### src/hdl/lpcw_pkg.sv
package lpcw_pkg;

  // Width of the time base used for the elapsed time since the last cut.
  localparam int unsigned TimeWidth = 32;
  localparam logic [63:0] TimeMask  = {64{1'b1}} >> (64 - TimeWidth);

  // Reciprocal of 100 scaled by 2^37; exact for every 32-bit dividend.
  localparam logic [31:0] Recip100      = 32'h51EB_851F;
  localparam int unsigned Recip100Shift = 37;

  // Register reset values.
  localparam logic [15:0] SegmentSizeReset = 16'd536;
  localparam logic [6:0]  ThresholdReset   = 7'd15;

  typedef logic [3:0] step_t;

  // Configuration register indexes.
  typedef enum logic [1:0] {
    REG_SEGMENT_SIZE = 2'd0,
    REG_THRESHOLD    = 2'd1
  } cfg_reg_e;

  // Kind of window change reported with each result.
  typedef enum logic [1:0] {
    CUT_NONE    = 2'd0,
    CUT_HALVED  = 2'd1,
    CUT_SEGMENT = 2'd2
  } cut_kind_e;

  // Datapath operation of one microcode step.
  typedef enum logic [3:0] {
    OP_NOP,
    OP_LOAD,
    OP_DIFF,
    OP_SPAN,
    OP_BOUNDS,
    OP_SMOOTH,
    OP_INF_RANGE,
    OP_MUL_PCT,
    OP_MUL_RECIP,
    OP_LIMIT,
    OP_DECIDE
  } op_e;

  // Condition that holds the sequencer on its current step.
  typedef enum logic [1:0] {
    WAIT_NONE,
    WAIT_INPUT,
    WAIT_OUTPUT
  } wait_e;

  // Condition for taking the jump target instead of the next step.
  typedef enum logic [1:0] {
    JUMP_NEVER,
    JUMP_ALWAYS,
    JUMP_NO_SAMPLE
  } jump_e;

  typedef struct packed {
    op_e   op;
    wait_e wait_on;
    jump_e jump;
    step_t target;
  } ctrl_word_t;

  // Step numbers referred to by name in the program and the checks.
  localparam step_t StepLoad   = 4'd0;
  localparam step_t StepDiff   = 4'd1;
  localparam step_t StepInf    = 4'd5;
  localparam step_t StepDecide = 4'd9;

  // Microprogram: one control word per step.
  function automatic ctrl_word_t ucode_rom(input step_t step);
    ctrl_word_t cw;
    case (step)
      4'd0:    cw = '{OP_LOAD,      WAIT_INPUT,  JUMP_NEVER,     StepLoad};
      4'd1:    cw = '{OP_DIFF,      WAIT_NONE,   JUMP_NEVER,     StepLoad};
      4'd2:    cw = '{OP_SPAN,      WAIT_NONE,   JUMP_NO_SAMPLE, StepInf};
      4'd3:    cw = '{OP_BOUNDS,    WAIT_NONE,   JUMP_NEVER,     StepLoad};
      4'd4:    cw = '{OP_SMOOTH,    WAIT_NONE,   JUMP_NEVER,     StepLoad};
      4'd5:    cw = '{OP_INF_RANGE, WAIT_NONE,   JUMP_NEVER,     StepLoad};
      4'd6:    cw = '{OP_MUL_PCT,   WAIT_NONE,   JUMP_NEVER,     StepLoad};
      4'd7:    cw = '{OP_MUL_RECIP, WAIT_NONE,   JUMP_NEVER,     StepLoad};
      4'd8:    cw = '{OP_LIMIT,     WAIT_NONE,   JUMP_NEVER,     StepLoad};
      4'd9:    cw = '{OP_DECIDE,    WAIT_OUTPUT, JUMP_ALWAYS,    StepLoad};
      default: cw = '{OP_NOP,       WAIT_NONE,   JUMP_ALWAYS,    StepLoad};
    endcase
    return cw;
  endfunction

endpackage

### src/hdl/low_priority_congestion_window.sv
// Low-priority congestion window controller.
//
// Each transfer on the s_axis channel carries one acknowledgement: the
// two echoed timestamps, the current time and the current window, with
// the sample-valid flag in tuser. Each accepted acknowledgement yields
// exactly one transfer on the m_axis channel with the new window, the
// inference and threshold flags, and the kind of cut in tuser.
// Segment size and threshold percent are written through the cfg port,
// which is always ready; write them only while the block is idle.
//
// A microcoded sequencer steps a small datapath with one shared 32x32
// multiplier through the update: load, difference, span, bounds,
// smoothing, inference and range, two passes through the multiplier,
// limit and decide. Bounds and smoothing are skipped when the delay sample
// is not used. A new acknowledgement is taken only after the decide step
// of the last one. The result sits in an output register; if the receiver
// stalls, the sequencer holds on its last step until that register frees.
// Reset clears the delay history and restores the register defaults.
module low_priority_congestion_window (
  input  logic         clk_i,
  input  logic         rst_ni,
  // Input acknowledgements.
  input  logic         s_axis_tvalid_i,
  output logic         s_axis_tready_o,
  // [31:0] ts_value, [63:32] ts_echo, [95:64] now_time, [127:96] window_in
  input  logic [127:0] s_axis_tdata_i,
  // [0] rtt_valid
  input  logic [0:0]   s_axis_tuser_i,
  // Results.
  output logic         m_axis_tvalid_o,
  input  logic         m_axis_tready_i,
  // [31:0] window_out, [32] within_inference, [33] within_threshold, rest zero
  output logic [39:0]  m_axis_tdata_o,
  // [1:0] cut_kind
  output logic [1:0]   m_axis_tuser_o,
  // Configuration writes.
  input  logic         cfg_valid_i,
  output logic         cfg_ready_o,
  input  logic [1:0]   cfg_index_i,
  input  logic [15:0]  cfg_data_i
);

  lpcw_pkg::step_t      step_q, step_d;
  lpcw_pkg::ctrl_word_t cw;
  logic                 stall, exec, jump_taken, sample_ok, out_free;

  // Configuration registers.
  logic [15:0] seg_q;
  logic [6:0]  thr_q;

  // Delay history.
  logic [31:0] dmin_q, dmax_q, dres_q, sm_q, last_drop_q;
  logic [33:0] span_q;

  // Captured item and working registers.
  logic        valid_q;
  logic [31:0] tsv_q, tse_q, now_q, win_q;
  logic [31:0] d_q, el_q, acc_q;
  logic        gt_q, inf_q;
  logic [63:0] prod_q;

  // Output register.
  logic                  out_valid_q;
  logic [31:0]           out_win_q;
  logic                  out_inf_q, out_thr_q;
  lpcw_pkg::cut_kind_e   out_kind_q;

  // Shared multiplier and decision logic.
  logic [31:0] mul_a, mul_b;
  logic [63:0] mul_p;
  logic [31:0] sm_div8, sm_div4, half_win, floor_win;
  logic [63:0] elapsed;
  logic        in_thr;

  // Sequencer: fetch, hold and branch.
  always_comb begin
    cw         = lpcw_pkg::ucode_rom(step_q);
    out_free   = !out_valid_q || m_axis_tready_i;
    sample_ok  = valid_q && (d_q != 32'd0);
    stall      = ((cw.wait_on == lpcw_pkg::WAIT_INPUT) && !s_axis_tvalid_i) ||
                 ((cw.wait_on == lpcw_pkg::WAIT_OUTPUT) && !out_free);
    exec       = !stall;
    jump_taken = (cw.jump == lpcw_pkg::JUMP_ALWAYS) ||
                 ((cw.jump == lpcw_pkg::JUMP_NO_SAMPLE) && !sample_ok);
    if (stall) begin
      step_d = step_q;
    end else if (jump_taken) begin
      step_d = cw.target;
    end else begin
      step_d = step_q + 4'd1;
    end
  end

  always_ff @(posedge clk_i or negedge rst_ni) begin
    if (!rst_ni) begin
      step_q <= lpcw_pkg::StepLoad;
    end else begin
      step_q <= step_d;
    end
  end

  assign s_axis_tready_o = (cw.wait_on == lpcw_pkg::WAIT_INPUT);
  assign cfg_ready_o     = 1'b1;

  // Multiplier operands: percentage times range, then reciprocal of 100.
  always_comb begin
    if (cw.op == lpcw_pkg::OP_MUL_RECIP) begin
      mul_a = prod_q[31:0];
      mul_b = lpcw_pkg::Recip100;
    end else begin
      mul_a = {25'd0, thr_q};
      mul_b = acc_q;
    end
    mul_p = mul_a * mul_b;
  end

  // Decision terms.
  always_comb begin
    sm_div8   = sm_q >> 3;
    sm_div4   = sm_q >> 2;
    half_win  = win_q >> 1;
    floor_win = (half_win > {16'd0, seg_q}) ? half_win : {16'd0, seg_q};
    in_thr    = (sm_div8 <= acc_q);
    elapsed   = ({32'd0, now_q} - {32'd0, last_drop_q}) & lpcw_pkg::TimeMask;
  end

  // Configuration registers.
  always_ff @(posedge clk_i or negedge rst_ni) begin
    if (!rst_ni) begin
      seg_q <= lpcw_pkg::SegmentSizeReset;
      thr_q <= lpcw_pkg::ThresholdReset;
    end else if (cfg_valid_i) begin
      case (cfg_index_i)
        lpcw_pkg::REG_SEGMENT_SIZE: seg_q <= cfg_data_i;
        lpcw_pkg::REG_THRESHOLD:    thr_q <= cfg_data_i[6:0];
        default: ;
      endcase
    end
  end

  // Delay history, updated by the sample steps and by a cut.
  always_ff @(posedge clk_i or negedge rst_ni) begin
    if (!rst_ni) begin
      dmin_q      <= '1;
      dmax_q      <= '0;
      dres_q      <= '0;
      sm_q        <= '0;
      last_drop_q <= '0;
      span_q      <= '0;
    end else if (exec) begin
      case (cw.op)
        lpcw_pkg::OP_SPAN: begin
          if (gt_q) begin
            span_q <= {2'd0, el_q} + {1'b0, el_q, 1'b0};
          end
        end
        lpcw_pkg::OP_BOUNDS: begin
          if (d_q < dmin_q) begin
            dmin_q <= d_q;
          end
          if (d_q > dmax_q) begin
            if (d_q > dres_q) begin
              dmax_q <= (dres_q == 32'd0) ? d_q : dres_q;
              dres_q <= d_q;
            end else begin
              dmax_q <= d_q;
            end
          end
        end
        lpcw_pkg::OP_SMOOTH: begin
          if (sm_q != 32'd0) begin
            sm_q <= sm_q + d_q - sm_div8;
          end else begin
            sm_q <= d_q << 3;
          end
        end
        lpcw_pkg::OP_DECIDE: begin
          if (!in_thr) begin
            dmin_q      <= sm_div8;
            dmax_q      <= sm_div4;
            dres_q      <= sm_div4;
            last_drop_q <= now_q;
          end
        end
        default: ;
      endcase
    end
  end

  // Captured item and working registers.
  always_ff @(posedge clk_i) begin
    if (exec) begin
      case (cw.op)
        lpcw_pkg::OP_LOAD: begin
          valid_q <= s_axis_tuser_i[0];
          tsv_q   <= s_axis_tdata_i[31:0];
          tse_q   <= s_axis_tdata_i[63:32];
          now_q   <= s_axis_tdata_i[95:64];
          win_q   <= s_axis_tdata_i[127:96];
        end
        lpcw_pkg::OP_DIFF: begin
          d_q  <= (tsv_q >= tse_q) ? (tsv_q - tse_q) : (tse_q - tsv_q);
          el_q <= now_q - tse_q;
          gt_q <= (now_q > tse_q);
        end
        lpcw_pkg::OP_INF_RANGE: begin
          inf_q <= (last_drop_q != 32'd0) && (elapsed < {30'd0, span_q});
          acc_q <= dmax_q - dmin_q;
        end
        lpcw_pkg::OP_MUL_PCT, lpcw_pkg::OP_MUL_RECIP: begin
          prod_q <= mul_p;
        end
        lpcw_pkg::OP_LIMIT: begin
          acc_q <= dmin_q + {5'd0, prod_q[63:lpcw_pkg::Recip100Shift]};
        end
        default: ;
      endcase
    end
  end

  // Output register: loaded by the decide step, freed by a transfer.
  always_ff @(posedge clk_i or negedge rst_ni) begin
    if (!rst_ni) begin
      out_valid_q <= 1'b0;
    end else if (exec && (cw.op == lpcw_pkg::OP_DECIDE)) begin
      out_valid_q <= 1'b1;
    end else if (m_axis_tready_i) begin
      out_valid_q <= 1'b0;
    end
  end

  always_ff @(posedge clk_i) begin
    if (exec && (cw.op == lpcw_pkg::OP_DECIDE)) begin
      out_inf_q <= inf_q;
      out_thr_q <= in_thr;
      if (in_thr) begin
        out_win_q  <= win_q;
        out_kind_q <= lpcw_pkg::CUT_NONE;
      end else if (inf_q) begin
        out_win_q  <= {16'd0, seg_q};
        out_kind_q <= lpcw_pkg::CUT_SEGMENT;
      end else begin
        out_win_q  <= floor_win;
        out_kind_q <= lpcw_pkg::CUT_HALVED;
      end
    end
  end

  assign m_axis_tvalid_o = out_valid_q;
  assign m_axis_tdata_o  = {6'd0, out_thr_q, out_inf_q, out_win_q};
  assign m_axis_tuser_o  = out_kind_q;

  // A new result appears only after the decide step ran.
  assert property (@(posedge clk_i) disable iff (!rst_ni)
    $rose(m_axis_tvalid_o) |-> $past(step_q) == lpcw_pkg::StepDecide)
    else $error("result raised outside the decide step");

  // An accepted item starts the program at the difference step.
  assert property (@(posedge clk_i) disable iff (!rst_ni)
    (s_axis_tvalid_i && s_axis_tready_o) |=> step_q == lpcw_pkg::StepDiff)
    else $error("sequencer did not advance after input transfer");

  // A result within threshold never reports a cut.
  assert property (@(posedge clk_i) disable iff (!rst_ni)
    (m_axis_tvalid_o && m_axis_tdata_o[33]) |->
      m_axis_tuser_o == lpcw_pkg::CUT_NONE)
    else $error("cut reported within threshold");

  // A result above threshold always reports a cut.
  assert property (@(posedge clk_i) disable iff (!rst_ni)
    (m_axis_tvalid_o && !m_axis_tdata_o[33]) |->
      (m_axis_tuser_o == lpcw_pkg::CUT_HALVED ||
       m_axis_tuser_o == lpcw_pkg::CUT_SEGMENT))
    else $error("no cut reported above threshold");

  // The sequencer never runs past the end of the program.
  assert property (@(posedge clk_i) disable iff (!rst_ni)
    step_q <= lpcw_pkg::StepDecide)
    else $error("step counter outside the program");

endmodule
### config.mk
export PLATFORM = sky130hd
export DESIGN_NAME = low_priority_congestion_window
export DESIGN_NICKNAME = d
export VERILOG_FILES = /design/src/hdl/lpcw_pkg.sv /design/src/hdl/low_priority_congestion_window.sv
export SDC_FILE = /design/constraint.sdc
export NUM_CORES = 2
export LEC_CHECK = 0
export ABC_CLOCK_PERIOD_IN_PS = 11500
export BUFFER_PORTS_ARGS = -buffer_cell sky130_fd_sc_hd__buf_2
export CAP_MARGIN = 30
export CORE_UTILIZATION = 55
export DETAILED_ROUTE_END_ITERATION = 10
export PLACE_DENSITY = 0.74
export SLEW_MARGIN = 40
export SYNTH_ARGS = -nofsm -noshare
export SYNTH_HDL_FRONTEND = slang
export SYNTH_SLANG_ARGS = --single-unit
### constraint.sdc
create_clock -name clk_i -period 11.5 [get_ports clk_i]
set_input_delay 1.15 -clock clk_i [delete_from_list [all_inputs] [get_ports clk_i]]
set_output_delay 1.15 -clock clk_i [all_outputs]
set_load 0.1 [all_outputs]
==> results.ini <==
[critical_path]
cpPeakStageDelay_ps=730
cpMaxStageDelayCell=and2_4
reg2reg_from=step_q[1]$_DFFE_PN0P_
cp-end-kind=flip-flop
path_buf_inv=7
rr_worst_depth=34
cpMostUsedCell=fa_1
cp_data_arrival_time_ps=11160
crit_family=adder cells
r2r_end=prod_q[62]$_DFFE_PP_
critPathKind=reg2reg
reg2reg_slack_ps=740
required_ps=11900
critPathMaxFanout=62
critPathLaunchType=flip-flop

[global_routing]
grt_max_degree=131
grt_pass1_vias=54700
grt_use_total=0.3142
grt_overflow_total=0
grt_first_pass_wirelength_um=303200
antenna_found_initial=11

[min_path]
hold_path.class=in2async

[drt]
drtIter0Drc=4259
num_vias=52390
drt-vias-per-instance=5.552
wl_per_cell_um=20.65
wirelength_um=194900
drt-pass1-iter-count=9
drcViolationCount=1
ant_nets=0

[yosys]
ys_warn_count=0
netlist.area_leader.share=0.2709
syn_avg_cell_area_sq_um=9.499
syn_area_sq_um=68880
synth-main-ff-cell=edfxtp_1
ys_top_cells_by_area=fa_1, edfxtp_1, ha_1
netlist_instances=7251
synth_top_cell_by_area=fa_1
synth_seq_cells=544
synth_edf_count=322
synth.yosys.seq_area_share=0.2217
async_flop_share=0.4081
synth_cell_types=92

[sta]
hold_viol=0
post-route-min-period_ps=10760
setup_tns_ps=0
final.period_utilization=0.9360
setup_violations=0
fin_skew_ps=49.33
worst_slew_pin_slew_ps=922.6
maxSlewViolCount=0
rsz0062_at_grt=false
fmax_mhz=92.91
max_slew_margin=0.3849

[floorplanning]
die_area_sq_um=126700
initial_core_util=0.5557
core_sq_um=124000
io_pins=197
num_rows=129
die_h_um=355.9
die_w_um=355.9

[clock_tree]
cts_hold_buf=0
clk_latency_ps=700
cts_buffers=69
root_buffer=clkbuf_16
cts.sinks=544
postCtsSetupBuffers=0
cts_tree=yes
post_cts_resize_count=0
clk_path_buf_depth=3
htree_levels=3
path_clk_slew_ps=60

[status]
outcome=finished with violations
failed_checks=design-rule violations

[place]
gp_congestion=0.9761
io_buffers=189
hpwl_um=159000

[final_layout]
syn_to_final_growth_pct=9.530
final_cell_mix=inv_1, fa_1, ha_1
final_common_cell=inv_1
drive_above_1_share=0.06941
n_fill_cell=10610
fin_nets=9512

[job]
maxCapViolCount=0

[sequential cells by signal (all words and copies together) (netlist names), 16 cells and up]
register / cells
prod_q: 59
span_q: 34
acc_q: 32
d_q: 32
dmax_q: 32
dmin_q: 32
dres_q: 32
el_q: 32
last_drop_q: 32
now_q: 32
out_win_q: 32
sm_q: 32
tse_q: 32
tsv_q: 32
win_q: 32
seg_q: 16
[cells by family after synthesis]
kind of cell / after synthesis / share of synthesized area
other: 2 / 0.0001090
AND/OR/NAND/NOR: 1558 / 0.1051
multiplexers: 151 / 0.02485
AO/OA/AOI/OAI: 1311 / 0.1198
flip-flops: 544 / 0.2217
buffers and inverters: 1820 / 0.1012
XOR/XNOR: 242 / 0.03077
adder cells (fa/ha/maj): 1623 / 0.3964
[synth_stat cells, types with 139 or more instances]
master / number
a21o_1: 205
a21oi_1: 349
and3_1: 154
clkbuf_1: 173
dfrtp_1: 183
edfxtp_1: 322
fa_1: 932
ha_1: 691
inv_1: 1597
nand2_1: 647
nor2_1: 332
o21ai_0: 363
xnor2_1: 139
[cell type report]
class	count	area, sq um	area share
Multi-Input combinational cell	5267	48200	0.6389
Sequential cell	544	15270	0.2025
Inverter	1597	5995	0.07946
Tap cell	1637	2048	0.02715
Clock buffer	88	1849	0.02451
Timing Repair Buffer	258	1559	0.02066
Clock inverter	40	504.2	0.006684
Antenna cell	5	12.51	0.0001658
[stage by stage]
stage               instances  utilization  setup WS [ps]  hold slack, ps  cell area [sq um]
global route             9435       0.6086          219.3           333.4              75440
finish                   9436       0.6086          736.5           334.3              75440
detailed placement       9299       0.5889          793.4           470.1              73010
floorplan                7631            -           2299           448.5              70300
global placement         9298       0.5886           1001           463.7              72960
CTS                      9427       0.6079          776.7           483.8              75360
[worst max path at each step]
stage                                     start              endpoint  slack [ps]  cells past startpoint
after detailed placement  step_q[1]$_DFFE_PN0P_  prod_q[62]$_DFFE_PP_         790                     34
after CTS                 step_q[1]$_DFFE_PN0P_  prod_q[62]$_DFFE_PP_         780                     34
after global routing      step_q[1]$_DFFE_PN0P_  prod_q[62]$_DFFE_PP_         220                     34
after floorplan           step_q[0]$_DFFE_PN0P_  prod_q[62]$_DFFE_PP_        2300                     35
after global placement    step_q[1]$_DFFE_PN0P_  prod_q[62]$_DFFE_PP_        1000                     34
final                     step_q[1]$_DFFE_PN0P_  prod_q[62]$_DFFE_PP_         740                     34
[per-layer routing]
metal	share of wire	wire, um	track usage
met3	0.069	13410	0.05516
met5	0.00014	28	0
met2	0.48	94450	0.5303
met4	0.060	11770	0.1699
met1	0.39	75210	0.3825
Power is not shown: default switching activity piles up to over one toggle a cycle in this logic, so the estimate is an artifact.
